`config.mk`:
```
export PLATFORM = sky130hd
export DESIGN_NAME = sidechain_ducker_gain_core
export DESIGN_NICKNAME = d
export VERILOG_FILES = /design/src/hw/rtl/sdg_pkg.sv /design/src/hw/rtl/sidechain_ducker_gain_core.sv /design/src/hw/rtl/sdg_mul.sv
export SDC_FILE = /design/constraint.sdc
export NUM_CORES = 2
export LEC_CHECK = 0
export BUFFER_PORTS_ARGS = -buffer_cell sky130_fd_sc_hd__buf_2
export CAP_MARGIN = 25
export CORE_AREA = 4 4 408 410
export DETAILED_ROUTE_END_ITERATION = 7
export DIE_AREA = 0 0 412 414
export PLACE_DENSITY_LB_ADDON = 0.05
export SETUP_SLACK_MARGIN = 0.15
export SYNTH_ARGS = -nofsm -noshare
export SYNTH_HDL_FRONTEND = slang
export SYNTH_SLANG_ARGS = --single-unit
```
`constraint.sdc`:
```
create_clock -name clk -period 15.2 [get_ports clk]
set_input_delay 0 -clock clk [delete_from_list [all_inputs] [get_ports clk]]
set_output_delay 0 -clock clk [all_outputs]
set_load 0.02 [all_outputs]
```
`src/hw/rtl/sdg_pkg.sv`:
```
// ----------------------------------------------------------------------------
// sdg_pkg
// Shared types, register indexes and constants for the sidechain ducker
// gain core.
// ----------------------------------------------------------------------------
package sdg_pkg;

  // sequencer states
  typedef enum logic [4:0] {
    ST_IDLE, ST_SQ, ST_MSD, ST_MLO, ST_MHI, ST_MUPD, ST_NORM, ST_LSQ, ST_LUPD,
    ST_LDB, ST_LEV, ST_TGT, ST_KNEE, ST_DLOAD, ST_DIV, ST_CLAMP, ST_ENV,
    ST_EUPD, ST_GAIN, ST_GX, ST_GMUL, ST_GUPD, ST_GFIN
  } state_t;

  // configuration register indexes
  localparam logic [2:0] CFG_ENABLED       = 3'd0;
  localparam logic [2:0] CFG_THRESHOLD_DB  = 3'd1;
  localparam logic [2:0] CFG_DEPTH_DB      = 3'd2;
  localparam logic [2:0] CFG_ATTACK_COEFF  = 3'd3;
  localparam logic [2:0] CFG_RELEASE_COEFF = 3'd4;
  localparam logic [2:0] CFG_HOLD_SAMPLES  = 3'd5;
  localparam logic [2:0] CFG_RMS_COEFF     = 3'd6;
  localparam logic [2:0] CFG_DISABLE_COEFF = 3'd7;

  // shared multiplier operand width
  localparam int MUL_W = 32;

  // level floor for silence, -200 dB in Q8.8
  localparam logic signed [17:0] FLOOR_DB_Q8 = -18'sd51200;
  // 10*log10(2) in Q16.16
  localparam logic [31:0] DB_PER_LOG2_Q16 = 32'd197283;
  // log2(10)/20 in Q0.24
  localparam logic [31:0] LOG2_PER_DB_Q24 = 32'd2786635;
  // full scale of the mean square, 46 in Q6.16
  localparam logic [21:0] LOG2_FULL_SCALE = 22'd3014656;

  // gain factors 2^(-2^(k-16)) in Q1.30, one per fraction bit
  typedef logic [15:0][31:0] fact_tab_t;

  function automatic logic [63:0] isqrt64(input logic [63:0] v);
    logic [63:0] r;
    logic [63:0] b;
    logic [63:0] rem;
    r   = '0;
    b   = 64'h4000_0000_0000_0000;
    rem = v;
    for (int i = 0; i < 32; i++) begin
      if (rem >= r + b) begin
        rem = rem - (r + b);
        r   = (r >> 1) + b;
      end else begin
        r = r >> 1;
      end
      b = b >> 2;
    end
    return r;
  endfunction

  function automatic fact_tab_t build_fact_tab();
    fact_tab_t   t;
    logic [63:0] c;
    c = 64'd1 << 29;
    for (int k = 15; k >= 0; k--) begin
      c    = isqrt64(c << 30);
      t[k] = c[31:0];
    end
    return t;
  endfunction

endpackage

```
`src/hw/rtl/sidechain_ducker_gain_core.sv`:
```
// A request runs as a sequence of steps on the shared 32x32 multiplier, with
// shorter paths when disabled or with a silent detector: bit normalization,
// a squaring step per bit in the log2 loop, the reciprocal divide of the knee
// and above-knee regions, and a multiply step per bit in the gain loop.
// Throughput: one request at a time, the next taken as the result becomes valid;
// a stalled result holds the sequencer. Reset: synchronous, restores defaults.
// ----------------------------------------------------------------------------
// sidechain_ducker_gain_core
// Soft-knee ducking gain computer with mean-square detector and
// attack/hold/release ballistics, run on one shared multiplier.
// ----------------------------------------------------------------------------
module sidechain_ducker_gain_core #(
  parameter int KNEE_DB_Q8 = 1536,
  parameter int RATIO      = 20
) (
  input  logic               clk,
  input  logic               rst,
  input  logic               in_valid,
  output logic               in_ready,
  input  logic signed [23:0] key_sample,
  output logic               out_valid,
  input  logic               out_ready,
  output logic [15:0]        gain,
  output logic [13:0]        reduction_db,
  input  logic               cfg_wr_en,
  input  logic [2:0]         cfg_index,
  input  logic [19:0]        cfg_data
);
  import sdg_pkg::*;

  // reciprocal divide constants: shift 31+clog2(d) keeps the reciprocal in 32 bits
  localparam int                 SH_ABOVE  = 31 + $clog2(RATIO);
  localparam int                 SH_KNEE   = 31 + $clog2(KNEE_DB_Q8 * RATIO);
  localparam logic [MUL_W-1:0]   DEN_ABOVE = MUL_W'(RATIO);
  localparam logic [MUL_W-1:0]   DEN_KNEE  = MUL_W'(KNEE_DB_Q8 * RATIO);
  localparam logic [MUL_W-1:0]   RCP_ABOVE = MUL_W'((64'd1 << SH_ABOVE) / 64'(RATIO));
  localparam logic [MUL_W-1:0]   RCP_KNEE  =
    MUL_W'((64'd1 << SH_KNEE) / 64'(KNEE_DB_Q8 * RATIO));
  localparam logic [5:0]         QSH_ABOVE = 6'(SH_ABOVE);
  localparam logic [5:0]         QSH_KNEE  = 6'(SH_KNEE);
  localparam logic [MUL_W-1:0]   RATIO_M1  = MUL_W'(RATIO - 1);
  localparam logic signed [20:0] KNEE_POS  = 21'(KNEE_DB_Q8);
  localparam logic signed [20:0] KNEE_NEG  = -21'(KNEE_DB_Q8);
  localparam fact_tab_t          FACT      = build_fact_tab();

  // configuration
  logic               enabled;
  logic signed [14:0] threshold_db;
  logic [13:0]        depth_db;
  logic [15:0]        attack_coeff;
  logic [15:0]        release_coeff;
  logic [19:0]        hold_samples;
  logic [15:0]        rms_coeff;
  logic [15:0]        disable_coeff;

  // state and datapath
  state_t             state, state_next;
  logic [47:0]        ms;
  logic [13:0]        env;
  logic [19:0]        hold_cnt;
  logic [23:0]        abs_key;
  logic [47:0]        diff;
  logic               dir_up;
  logic [39:0]        acc;
  logic [47:0]        norm_m;
  logic [5:0]         top_pos;
  logic [30:0]        mant;
  logic [15:0]        frac;
  logic [3:0]         step_cnt;
  logic signed [17:0] level;
  logic [13:0]        tgt;
  logic [MUL_W-1:0]   num;
  logic [MUL_W-1:0]   quo;
  logic               div_above;
  logic               env_dir;
  logic [3:0]         gx_n;
  logic [15:0]        gx_f;
  logic [30:0]        gr;

  // multiplier
  logic [MUL_W-1:0]   mul_a, mul_b;
  logic [2*MUL_W-1:0] prod;

  sdg_mul u_mul (
    .clk  (clk),
    .a    (mul_a),
    .b    (mul_b),
    .prod (prod)
  );

  // mean-square one-pole step
  logic        sq_ge;
  logic [63:0] ms_step64;
  logic [47:0] ms_next;
  assign sq_ge     = prod[47:0] >= ms;
  assign ms_step64 = {prod[39:0], 24'd0} + {24'd0, acc} + 64'd65535;
  assign ms_next   = dir_up ? ms + ms_step64[63:16] : ms - ms_step64[63:16];

  // log2 squaring and dB scaling
  logic [31:0] log_t;
  logic [40:0] lev_sum;
  logic [21:0] log_mag;
  assign log_t   = prod[61:30];
  assign lev_sum = prod[40:0] + 41'd8388608;
  assign log_mag = LOG2_FULL_SCALE - {top_pos[5:0], frac};

  // gain computer
  logic signed [19:0] over;
  logic signed [20:0] over2;
  logic signed [20:0] knee_u;
  logic               is_below, is_above;
  assign over     = 20'(level) - 20'(threshold_db);
  assign over2    = {over, 1'b0};
  assign knee_u   = over2 + KNEE_POS;
  assign is_below = over2 <= KNEE_NEG;
  assign is_above = over2 >= KNEE_POS;

  // divide by a constant: reciprocal estimate, then one correction step
  logic [MUL_W-1:0]   div_den;
  logic [MUL_W-1:0]   div_rcp;
  logic [5:0]         div_sh;
  logic [MUL_W-1:0]   div_n;
  logic [2*MUL_W-1:0] q_est_w;
  logic [MUL_W-1:0]   q_est;
  logic [MUL_W-1:0]   div_rem;
  logic [MUL_W-1:0]   q_fix;
  assign div_den = div_above ? DEN_ABOVE : DEN_KNEE;
  assign div_rcp = div_above ? RCP_ABOVE : RCP_KNEE;
  assign div_sh  = div_above ? QSH_ABOVE : QSH_KNEE;
  // knee numerator carries the factor 8 of its divisor as a shift
  assign div_n   = div_above ? prod[MUL_W-1:0] : prod[MUL_W+2:3];
  assign q_est_w = prod >> div_sh;
  assign q_est   = q_est_w[MUL_W-1:0];
  assign div_rem = num - prod[MUL_W-1:0];
  assign q_fix   = (div_rem >= div_den) ? quo + MUL_W'(1) : quo;

  // envelope ballistics
  logic        env_up, env_hold;
  logic [15:0] env_coeff;
  logic [13:0] env_diff;
  logic [30:0] env_sum;
  assign env_up   = tgt > env;
  assign env_hold = enabled && !env_up && (hold_cnt != '0);
  assign env_diff = env_up ? tgt - env : env - tgt;
  assign env_sum  = {1'b0, prod[29:0]} + 31'd65535;

  always_comb begin
    if (!enabled) begin
      env_coeff = disable_coeff;
    end else if (env_up) begin
      env_coeff = attack_coeff;
    end else begin
      env_coeff = release_coeff;
    end
  end

  // gain conversion
  logic [35:0] gx_sum;
  logic [4:0]  gain_sh;
  logic [31:0] gain_rnd;
  logic [31:0] gain_val;
  assign gx_sum   = prod[35:0] + 36'd32768;
  assign gain_sh  = 5'd15 + {1'b0, gx_n};
  assign gain_rnd = {1'b0, gr} + (32'd1 << (gain_sh - 5'd1));
  assign gain_val = gain_rnd >> gain_sh;

  // next state
  always_comb begin
    state_next = state;
    case (state)
      ST_IDLE:  if (in_valid) state_next = ST_SQ;
      ST_SQ:    state_next = ST_MSD;
      ST_MSD:   state_next = ST_MLO;
      ST_MLO:   state_next = ST_MHI;
      ST_MHI:   state_next = ST_MUPD;
      ST_MUPD: begin
        if (!enabled) begin
          state_next = ST_ENV;
        end else if (ms_next == '0) begin
          state_next = ST_TGT;
        end else begin
          state_next = ST_NORM;
        end
      end
      ST_NORM:  if (norm_m[47]) state_next = ST_LSQ;
      ST_LSQ:   state_next = ST_LUPD;
      ST_LUPD:  state_next = (step_cnt == '0) ? ST_LDB : ST_LSQ;
      ST_LDB:   state_next = ST_LEV;
      ST_LEV:   state_next = ST_TGT;
      ST_TGT: begin
        if (is_below) begin
          state_next = ST_ENV;
        end else if (is_above) begin
          state_next = ST_DLOAD;
        end else begin
          state_next = ST_KNEE;
        end
      end
      ST_KNEE:  state_next = ST_DLOAD;
      ST_DLOAD: state_next = ST_DIV;
      ST_DIV:   state_next = ST_CLAMP;
      ST_CLAMP: state_next = ST_ENV;
      ST_ENV:   state_next = env_hold ? ST_GAIN : ST_EUPD;
      ST_EUPD:  state_next = ST_GAIN;
      ST_GAIN:  state_next = ST_GX;
      ST_GX:    state_next = ST_GMUL;
      ST_GMUL:  state_next = ST_GUPD;
      ST_GUPD:  state_next = (step_cnt == '0) ? ST_GFIN : ST_GMUL;
      ST_GFIN:  if (!out_valid || out_ready) state_next = ST_IDLE;
      default:  state_next = ST_IDLE;
    endcase
  end

  // outputs of the sequencer: ready and multiplier operands
  always_comb begin
    in_ready = (state == ST_IDLE);
    mul_a    = '0;
    mul_b    = '0;
    case (state)
      ST_SQ: begin
        mul_a = MUL_W'(abs_key);
        mul_b = MUL_W'(abs_key);
      end
      ST_MLO: begin
        mul_a = MUL_W'(rms_coeff);
        mul_b = MUL_W'(diff[23:0]);
      end
      ST_MHI: begin
        mul_a = MUL_W'(rms_coeff);
        mul_b = MUL_W'(diff[47:24]);
      end
      ST_LSQ: begin
        mul_a = MUL_W'(mant);
        mul_b = MUL_W'(mant);
      end
      ST_LDB: begin
        mul_a = MUL_W'(log_mag);
        mul_b = DB_PER_LOG2_Q16;
      end
      ST_TGT: begin
        if (is_above) begin
          mul_a = MUL_W'(over[16:0]);
          mul_b = RATIO_M1;
        end else begin
          mul_a = MUL_W'(knee_u[13:0]);
          mul_b = MUL_W'(knee_u[13:0]);
        end
      end
      ST_KNEE: begin
        mul_a = prod[31:0];
        mul_b = RATIO_M1;
      end
      ST_DLOAD: begin
        mul_a = div_n;
        mul_b = div_rcp;
      end
      ST_DIV: begin
        mul_a = q_est;
        mul_b = div_den;
      end
      ST_ENV: begin
        mul_a = MUL_W'(env_coeff);
        mul_b = MUL_W'(env_diff);
      end
      ST_GAIN: begin
        mul_a = MUL_W'(env);
        mul_b = LOG2_PER_DB_Q24;
      end
      ST_GMUL: begin
        mul_a = MUL_W'(gr);
        mul_b = FACT[step_cnt];
      end
      default: begin
        mul_a = '0;
        mul_b = '0;
      end
    endcase
  end

  // control state, configuration and detector state
  always_ff @(posedge clk) begin
    if (rst) begin
      state         <= ST_IDLE;
      enabled       <= 1'b1;
      threshold_db  <= -15'sd7680;
      depth_db      <= 14'd3072;
      attack_coeff  <= 16'd1000;
      release_coeff <= 16'd100;
      hold_samples  <= 20'd0;
      rms_coeff     <= 16'd200;
      disable_coeff <= 16'd500;
      ms            <= '0;
      env           <= '0;
      hold_cnt      <= '0;
      out_valid     <= 1'b0;
    end else begin
      state <= state_next;
      // register writes
      if (cfg_wr_en) begin
        case (cfg_index)
          CFG_ENABLED:       enabled       <= cfg_data[0];
          CFG_THRESHOLD_DB:  threshold_db  <= cfg_data[14:0];
          CFG_DEPTH_DB:      depth_db      <= cfg_data[13:0];
          CFG_ATTACK_COEFF:  attack_coeff  <= cfg_data[15:0];
          CFG_RELEASE_COEFF: release_coeff <= cfg_data[15:0];
          CFG_HOLD_SAMPLES:  hold_samples  <= cfg_data[19:0];
          CFG_RMS_COEFF:     rms_coeff     <= cfg_data[15:0];
          CFG_DISABLE_COEFF: disable_coeff <= cfg_data[15:0];
          default: ;
        endcase
      end
      if (state == ST_MUPD) begin
        ms <= ms_next;
      end
      // hold counter and envelope
      if (state == ST_ENV) begin
        if (!enabled) begin
          hold_cnt <= '0;
        end else if (env_up) begin
          hold_cnt <= hold_samples;
        end else if (hold_cnt != '0) begin
          hold_cnt <= hold_cnt - 20'd1;
        end
      end
      if (state == ST_EUPD) begin
        env <= env_dir ? env + env_sum[29:16] : env - env_sum[29:16];
      end
      // output register
      if (state == ST_GFIN && (!out_valid || out_ready)) begin
        out_valid <= 1'b1;
      end else if (out_ready) begin
        out_valid <= 1'b0;
      end
    end
  end

  // datapath registers
  always_ff @(posedge clk) begin
    case (state)
      ST_IDLE: begin
        abs_key <= key_sample[23] ? 24'(-key_sample) : key_sample;
      end
      ST_MSD: begin
        dir_up <= sq_ge;
        diff   <= sq_ge ? prod[47:0] - ms : ms - prod[47:0];
      end
      ST_MHI: begin
        acc <= prod[39:0];
      end
      ST_MUPD: begin
        norm_m  <= ms_next;
        top_pos <= 6'd47;
        level   <= FLOOR_DB_Q8;
        tgt     <= '0;
      end
      ST_NORM: begin
        if (norm_m[47:40] == '0) begin
          norm_m  <= norm_m << 8;
          top_pos <= top_pos - 6'd8;
        end else if (!norm_m[47]) begin
          norm_m  <= norm_m << 1;
          top_pos <= top_pos - 6'd1;
        end
        mant     <= norm_m[47:17];
        frac     <= '0;
        step_cnt <= 4'd15;
      end
      ST_LUPD: begin
        if (log_t[31]) begin
          mant            <= log_t[31:1];
          frac[step_cnt]  <= 1'b1;
        end else begin
          mant <= log_t[30:0];
        end
        step_cnt <= step_cnt - 4'd1;
      end
      ST_LEV: begin
        level <= -18'(lev_sum[40:24]);
      end
      ST_TGT: begin
        tgt       <= '0;
        div_above <= is_above;
      end
      ST_DLOAD: begin
        num <= div_n;
      end
      ST_DIV: begin
        quo <= q_est;
      end
      ST_CLAMP: begin
        tgt <= (q_fix > MUL_W'(depth_db)) ? depth_db : q_fix[13:0];
      end
      ST_ENV: begin
        env_dir <= env_up;
      end
      ST_GX: begin
        gx_n     <= gx_sum[35:32];
        gx_f     <= gx_sum[31:16];
        gr       <= 31'd1 << 30;
        step_cnt <= 4'd15;
      end
      ST_GUPD: begin
        if (gx_f[step_cnt]) begin
          gr <= prod[60:30];
        end
        step_cnt <= step_cnt - 4'd1;
      end
      ST_GFIN: begin
        if (!out_valid || out_ready) begin
          gain         <= gain_val[15:0];
          reduction_db <= env;
        end
      end
      default: ;
    endcase
  end

endmodule

```
`src/hw/rtl/sdg_mul.sv`:
```
// ----------------------------------------------------------------------------
// sdg_mul
// Shared unsigned multiplier with a registered product.
// ----------------------------------------------------------------------------
module sdg_mul (
  input  logic                     clk,
  input  logic [sdg_pkg::MUL_W-1:0] a,
  input  logic [sdg_pkg::MUL_W-1:0] b,
  output logic [2*sdg_pkg::MUL_W-1:0] prod
);
  import sdg_pkg::*;

  // product register
  always_ff @(posedge clk) begin
    prod <= a * b;
  end

endmodule

```
=== Word level (Yosys, flattened, before mapping) ===
Memory sizes are Yosys's and may differ from the RTL's. A register that Yosys moved wholly into a read port is not among the register bits.
Index checks and enable logic that the tools add are counted.
W data, S select, Z words.

* Output and inout bits: 32
* Memories kept: 1
* Bits of input ports: 52
* Memory bits (read-only): 512
* Bits in registers: 663

* Reductions and logical operators: 38
* Equality and inequality tests: 36
* Mux-type cells: 54
* Add/sub/neg operators: 27
* Bitwise gates (word level): 1
* Shift-type cells: 3
* Magnitude comparators: 8
* Multipliers: 1

{| class="wikitable"
|+ Memory list
! name !! depth !! width !! read ports !! clocked after memory_dff !! write ports !! RTL line !! text
|-
| (name not given) || 16 || 32 || 1 || 1 || 0 || sidechain_ducker_gain_core.sv:271 || <nowiki>mul_b = FACT[step_cnt];</nowiki>
|}

{| class="wikitable"
|+ Operators with widths
! cell !! number
|-
| $pmux W32 S12 || 1
|-
| $pmux W32 S11 || 1
|-
| $mux W48 || 4
|-
| $sub A48 B48 Y48 || 3
|-
| $pmux W31 S2 || 2
|-
| $pmux W5 S23 || 1
|-
| $mux W32 || 3
|-
| $pmux W48 S2 || 1
|-
| $mux W31 || 3
|-
| $add A64 B16 Y64 const B || 1
|-
| $add A64 B40 Y64 || 1
|-
| $mul A32 B32 Y64 || 1
|-
| $shr A64 B6 Y32 || 1
|-
| $mux W20 || 3
|-
| $mux W14 || 4
|-
| $add A48 B48 Y48 || 1
|-
| $ge A48 B48 Y1 || 1
|-
| $logic_not A48 Y1 || 1
|-
| $mux W16 || 3
|-
| $sub A14 B14 Y14 || 3
|-
| $add A41 B24 Y41 const B || 1
|-
| $eq A5 B4 Y1 const B || 8
|-
| $add A36 B16 Y36 const B || 1
|-
| $pmux W18 S2 || 1
|-
| 63 further kinds || 118
|}

=== Longest topological paths before layout ===
* Depth after elaboration: 8
* Mapped depth: 49

=== Modules after synthesis ===
A second synthesis with hierarchy kept.

* Cells, all modules: 9654
* Area total of the unflattened synthesis: 82899.5 um^2

{| class="wikitable"
|+ By module, submodules not included
! module !! instances !! cells each !! area an instance (um^2)
|-
| sidechain_ducker_gain_core || 1 || 5826 || 47998.5
|-
| sdg_mul || 1 || 3828 || 34901.0
|}

=== Worst setup path after synthesis ===
Ideal clock, no wire load.

* Path type: register to register
* Start: register level[0]
* End: register u_mul.prod[62] (netlist name)
* Setup time: 0.072 ns
* Buffers on the path: 3
* Setup slack: 3.685 ns
* Data required time: 15.128 ns
* Data arrival time: 11.443 ns
* Period minus slack after synthesis: 11.515 ns
* Stages on the path, launching flop included: 46
* Cell sequence: edfxtp_1 > inv_1 > ha_1 > fa_1 > nor2b_1 > o21ai_0 > a21boi_1 > o2111ai_1 > nand3b_1 > o311ai_1 > mux2i_1 > a211oi_1 > nand4_1 > o41a_1 > buf_2 > and2_1 > clkbuf_1 > a2111oi_1 > [10 not listed] > fa_1 > inv_1 > fa_1 > inv_1 > ha_1 > a21oi_1 > o21bai_1 > a21oi_1 > o221ai_1 > a211o_1 > o211ai_1 > a21oi_1 > o21ai_0 > o21ai_0 > a31o_2 > or3_1 > a31oi_1 > xnor2_1

* Word-level cells in the longest chain between the ends: 5

{| class="wikitable"
|+ Ends and longest elaborated chain
! what !! RTL line !! text
|-
| from (decl) || sidechain_ducker_gain_core.sv:70 || <nowiki>logic signed [17:0] level;</nowiki>
|-
| from (signal assigned) || sidechain_ducker_gain_core.sv:378 || <nowiki>level <= -18'(lev_sum[40:24]);</nowiki>
|-
| $sub A18 B15 Y19 (*) || sidechain_ducker_gain_core.sv:112 || <nowiki>assign over = 20'(level) - 20'(threshold_db);</nowiki>
|-
| $ge A20 B12 Y1 / $add A14 B12 Y14 (equally long branches) || sidechain_ducker_gain_core.sv:116, sidechain_ducker_gain_core.sv:114 ||
|-
| $mux W14 / $mux W17 (equally long branches) || sidechain_ducker_gain_core.sv:241 || <nowiki>if (is_above) begin</nowiki>
|-
| $pmux W32 S12 / $pmux W32 S11 (equally long branches) || sidechain_ducker_gain_core.sv:219 || <nowiki>case (state)</nowiki>
|-
| $mul A32 B32 Y64 (*) || sdg_mul.sv:15 || <nowiki>prod <= a * b;</nowiki>
|-
| to (signal assigned) || sdg_mul.sv:15 ||
|-
| to (decl) || sdg_mul.sv:9 || <nowiki>output logic [2*sdg_pkg::MUL_W-1:0] prod</nowiki>
|}

Every way passes the cells marked *; elsewhere a longest branch is shown, timed or not.
A chain may end at the register's enable or synchronous reset.

=== Final worst setup path ===
Same ends and word-level chain as after synthesis.

==> impl_metrics.tcl <==
set metrics [dict create \
    outcome "finished, violations left" \
    failed_checks "DRC" \
    timing.critical_path.buf_inv 6 \
    row_count 148 \
    initial_utilization_pct 50.0 \
    ys_top_cells_by_count "1258 x nand2_1, 1227 x inv_1, 907 x nor2_1" \
    end_kind "flop" \
    synth_edf_count 393 \
    min_period_over_period_pct 90.2 \
    fin_cells 11809 \
    ant_nets 0 \
    grt_antenna_before_repair 33 \
    slew_viol_final 0 \
    use_met2_pct 56.8 \
    grt_use_met1_pct 54.0 \
    viasPerCell 6.24 \
    grt_usage_pct 39.7 \
    slew_headroom_pct 12.5 \
    yosysWarnings 0 \
    synth_most_common_cell "nand2_1" \
    total_power_mw 9.55 \
    cts_tree "built" \
    vias 73671 \
    overflow 0 \
    crit_path_max_incr_delay_ps 910 \
    grt_first_pass_wirelength_um 495000 \
    power_density_nw_per_um2 108 \
    grt_most_used_layer "met2" \
    post_cts_buffers 0 \
    use_met3_pct 12.0 \
    drcViolationCount 3 \
    placed_cell_area_um2 84700 \
    h-tree-depth 3 \
    syn_inst 9514 \
    cts_max_path_buffers 3 \
    worstMarginPinSlew_ps 1310 \
    ys_ff_latch 688 \
    syn_to_final_growth_pct 9.15 \
    irDropWorstVdd_mv 0.108 \
    die_h_um 414 \
    leakagePower_nw 38.8 \
    syn_area_um2 81200 \
    routed_wl_um 345000 \
    clk_latency_ps 750 \
    crit_top_cell "fa_1" \
    cts_hold_buf 89 \
    yosys.area.top_type "fa_1" \
    drive_above_1_share_pct 6.67 \
    ioPinCount 84 \
    clk_pin_slew_ps 70 \
    layout_min_cycle_time_ps 13710 \
    rsz0062_at_grt "no" \
    worstPathRequired_ps 15820 \
    critPathTopFamily "compound AO/OA/AOI/OAI gates" \
    synth.distinct_cells 97 \
    synthTopCellsByArea "fa_1 22%, edfxtp_1 15%, ha_1 9.1%" \
    dr.pass1.iters 8 \
    dp_hpwl_um 277000 \
    cp_slowest_cell "a2111oi_2" \
    rrSetupSlack_ps 1490 \
    drt_iter0_markers 9116 \
    synth-main-ff-cell "edfxtp_1" \
    die_w_um 412 \
    die-area_um2 171000 \
    async_reset_ff_share_pct 0 \
    start_kind "flop" \
    placedCellCount 11541 \
    post_drt_wl_per_cell_um 29.2 \
    post-route-worst-setup-slack_ps 1490 \
    post_cts_resize_count 0 \
    synth.top_cell.area_share_pct 22.3 \
    max-cap-violations 0 \
    nets 11096 \
    core_um2 162000 \
    port_buffers 83 \
    tns_ps 0 \
    grt_max_degree 88 \
    cts_root_buf "clkbuf_16" \
    fin_util_pct 54.5 \
    hold_class "in2reg" \
    cp_max_fo 18 \
    cts_sinks 688 \
    cts_buffers 79 \
    finalClockSkew_ps 58.6 \
    gp_congestion 1.08 \
    max_freq_ghz 0.0729 \
    worstSetupPathType "reg2reg" \
    worstPathArrival_ps 14330 \
    final_hold_viol_count 0 \
    syn_avg_cell_area_um2 8.53 \
    grt_pass1_vias 71105 \
    hold_slack_ps 162 \
    stdcell_area_um2 88600 \
    dp_slack_ps 1900 \
    setup_violations 0 \
    yosysSeqAreaShare_pct 21.8 \
]
[layout make-up]
type	instances	area (um^2)
fill	15338	73800
clock buffer	112	2260
antenna	18	45.0
timing repair buffer	411	3250
tap	2175	2720
clock inverter	36	484
multi-input combinational	7129	57500
inverter	1240	4650
sequential	688	17700
[report_power, final]
group | switching (mW) | internal [mW] | leakage (nW)
sequential | 0.118 | 2.18 | 5.92
combinational | 3.62 | 1.58 | 31.6
clock | 0.908 | 1.15 | 1.31
[cells in the final DEF (no fill, tap or decap), drive strengths merged, types with 295 or more instances in the layout]
cell type / count
a21oi: 683
buf: 319
dfxtp: 295
edfxtp: 393
fa: 904
ha: 591
inv: 1238
nand2: 1258
nor2: 907
o21ai: 399
xnor2: 318
[routing by layer]
metal  share of wire, %  wire length (um)  up-vias
met5              0.037               127        -
met4                6.5             22400       20
met3                 12             41000      944
met2                 42            143000     4351
met1                 40            138000    36492
li1                   -                 -    31864
[sequential cells by signal, summed over array words and instances (netlist names), 31 cells and up, named ones only]
register,count
diff,48
u_mul.prod,64
ms,48
num,32
norm_m,48
acc,40
gr,31
mant,31
[path summary, 6_finish.rpt]
check | from | endpoint | depth (start not counted)
worst max register to register | level[0] | u_mul.prod[62] | 40
worst min register to register | disable_coeff[0] | disable_coeff[0] | 2
worst min-delay path | key_sample[20] | abs_key[20] | 3
worst max-delay path | level[0] | u_mul.prod[62] | 40
[tightest hold or removal path, cell delays in order]
cell and delay [ps]:
dlygate4sd3_1 520, buf_2 130, xnor2_1 120
[cell families (layout without fill, tap and decap cells)]
group | count (synthesis) | after routing | share of synthesized area (%)
adders and majority gates | 1495 | 1495 | 31.4
DFF | 688 | 688 | 21.8
and+or+nand+nor | 3073 | 3073 | 16.8
xor gates and xnor gates | 428 | 428 | 4.62
other | 2 | 38 | 0.00925
buffers and inverters | 1715 | 1799 | 7.94
AOI/OAI and AO/OA | 1991 | 1991 | 15.7
muxes | 122 | 122 | 1.67
No activity file was read; power rests on OpenSTA's default activity.
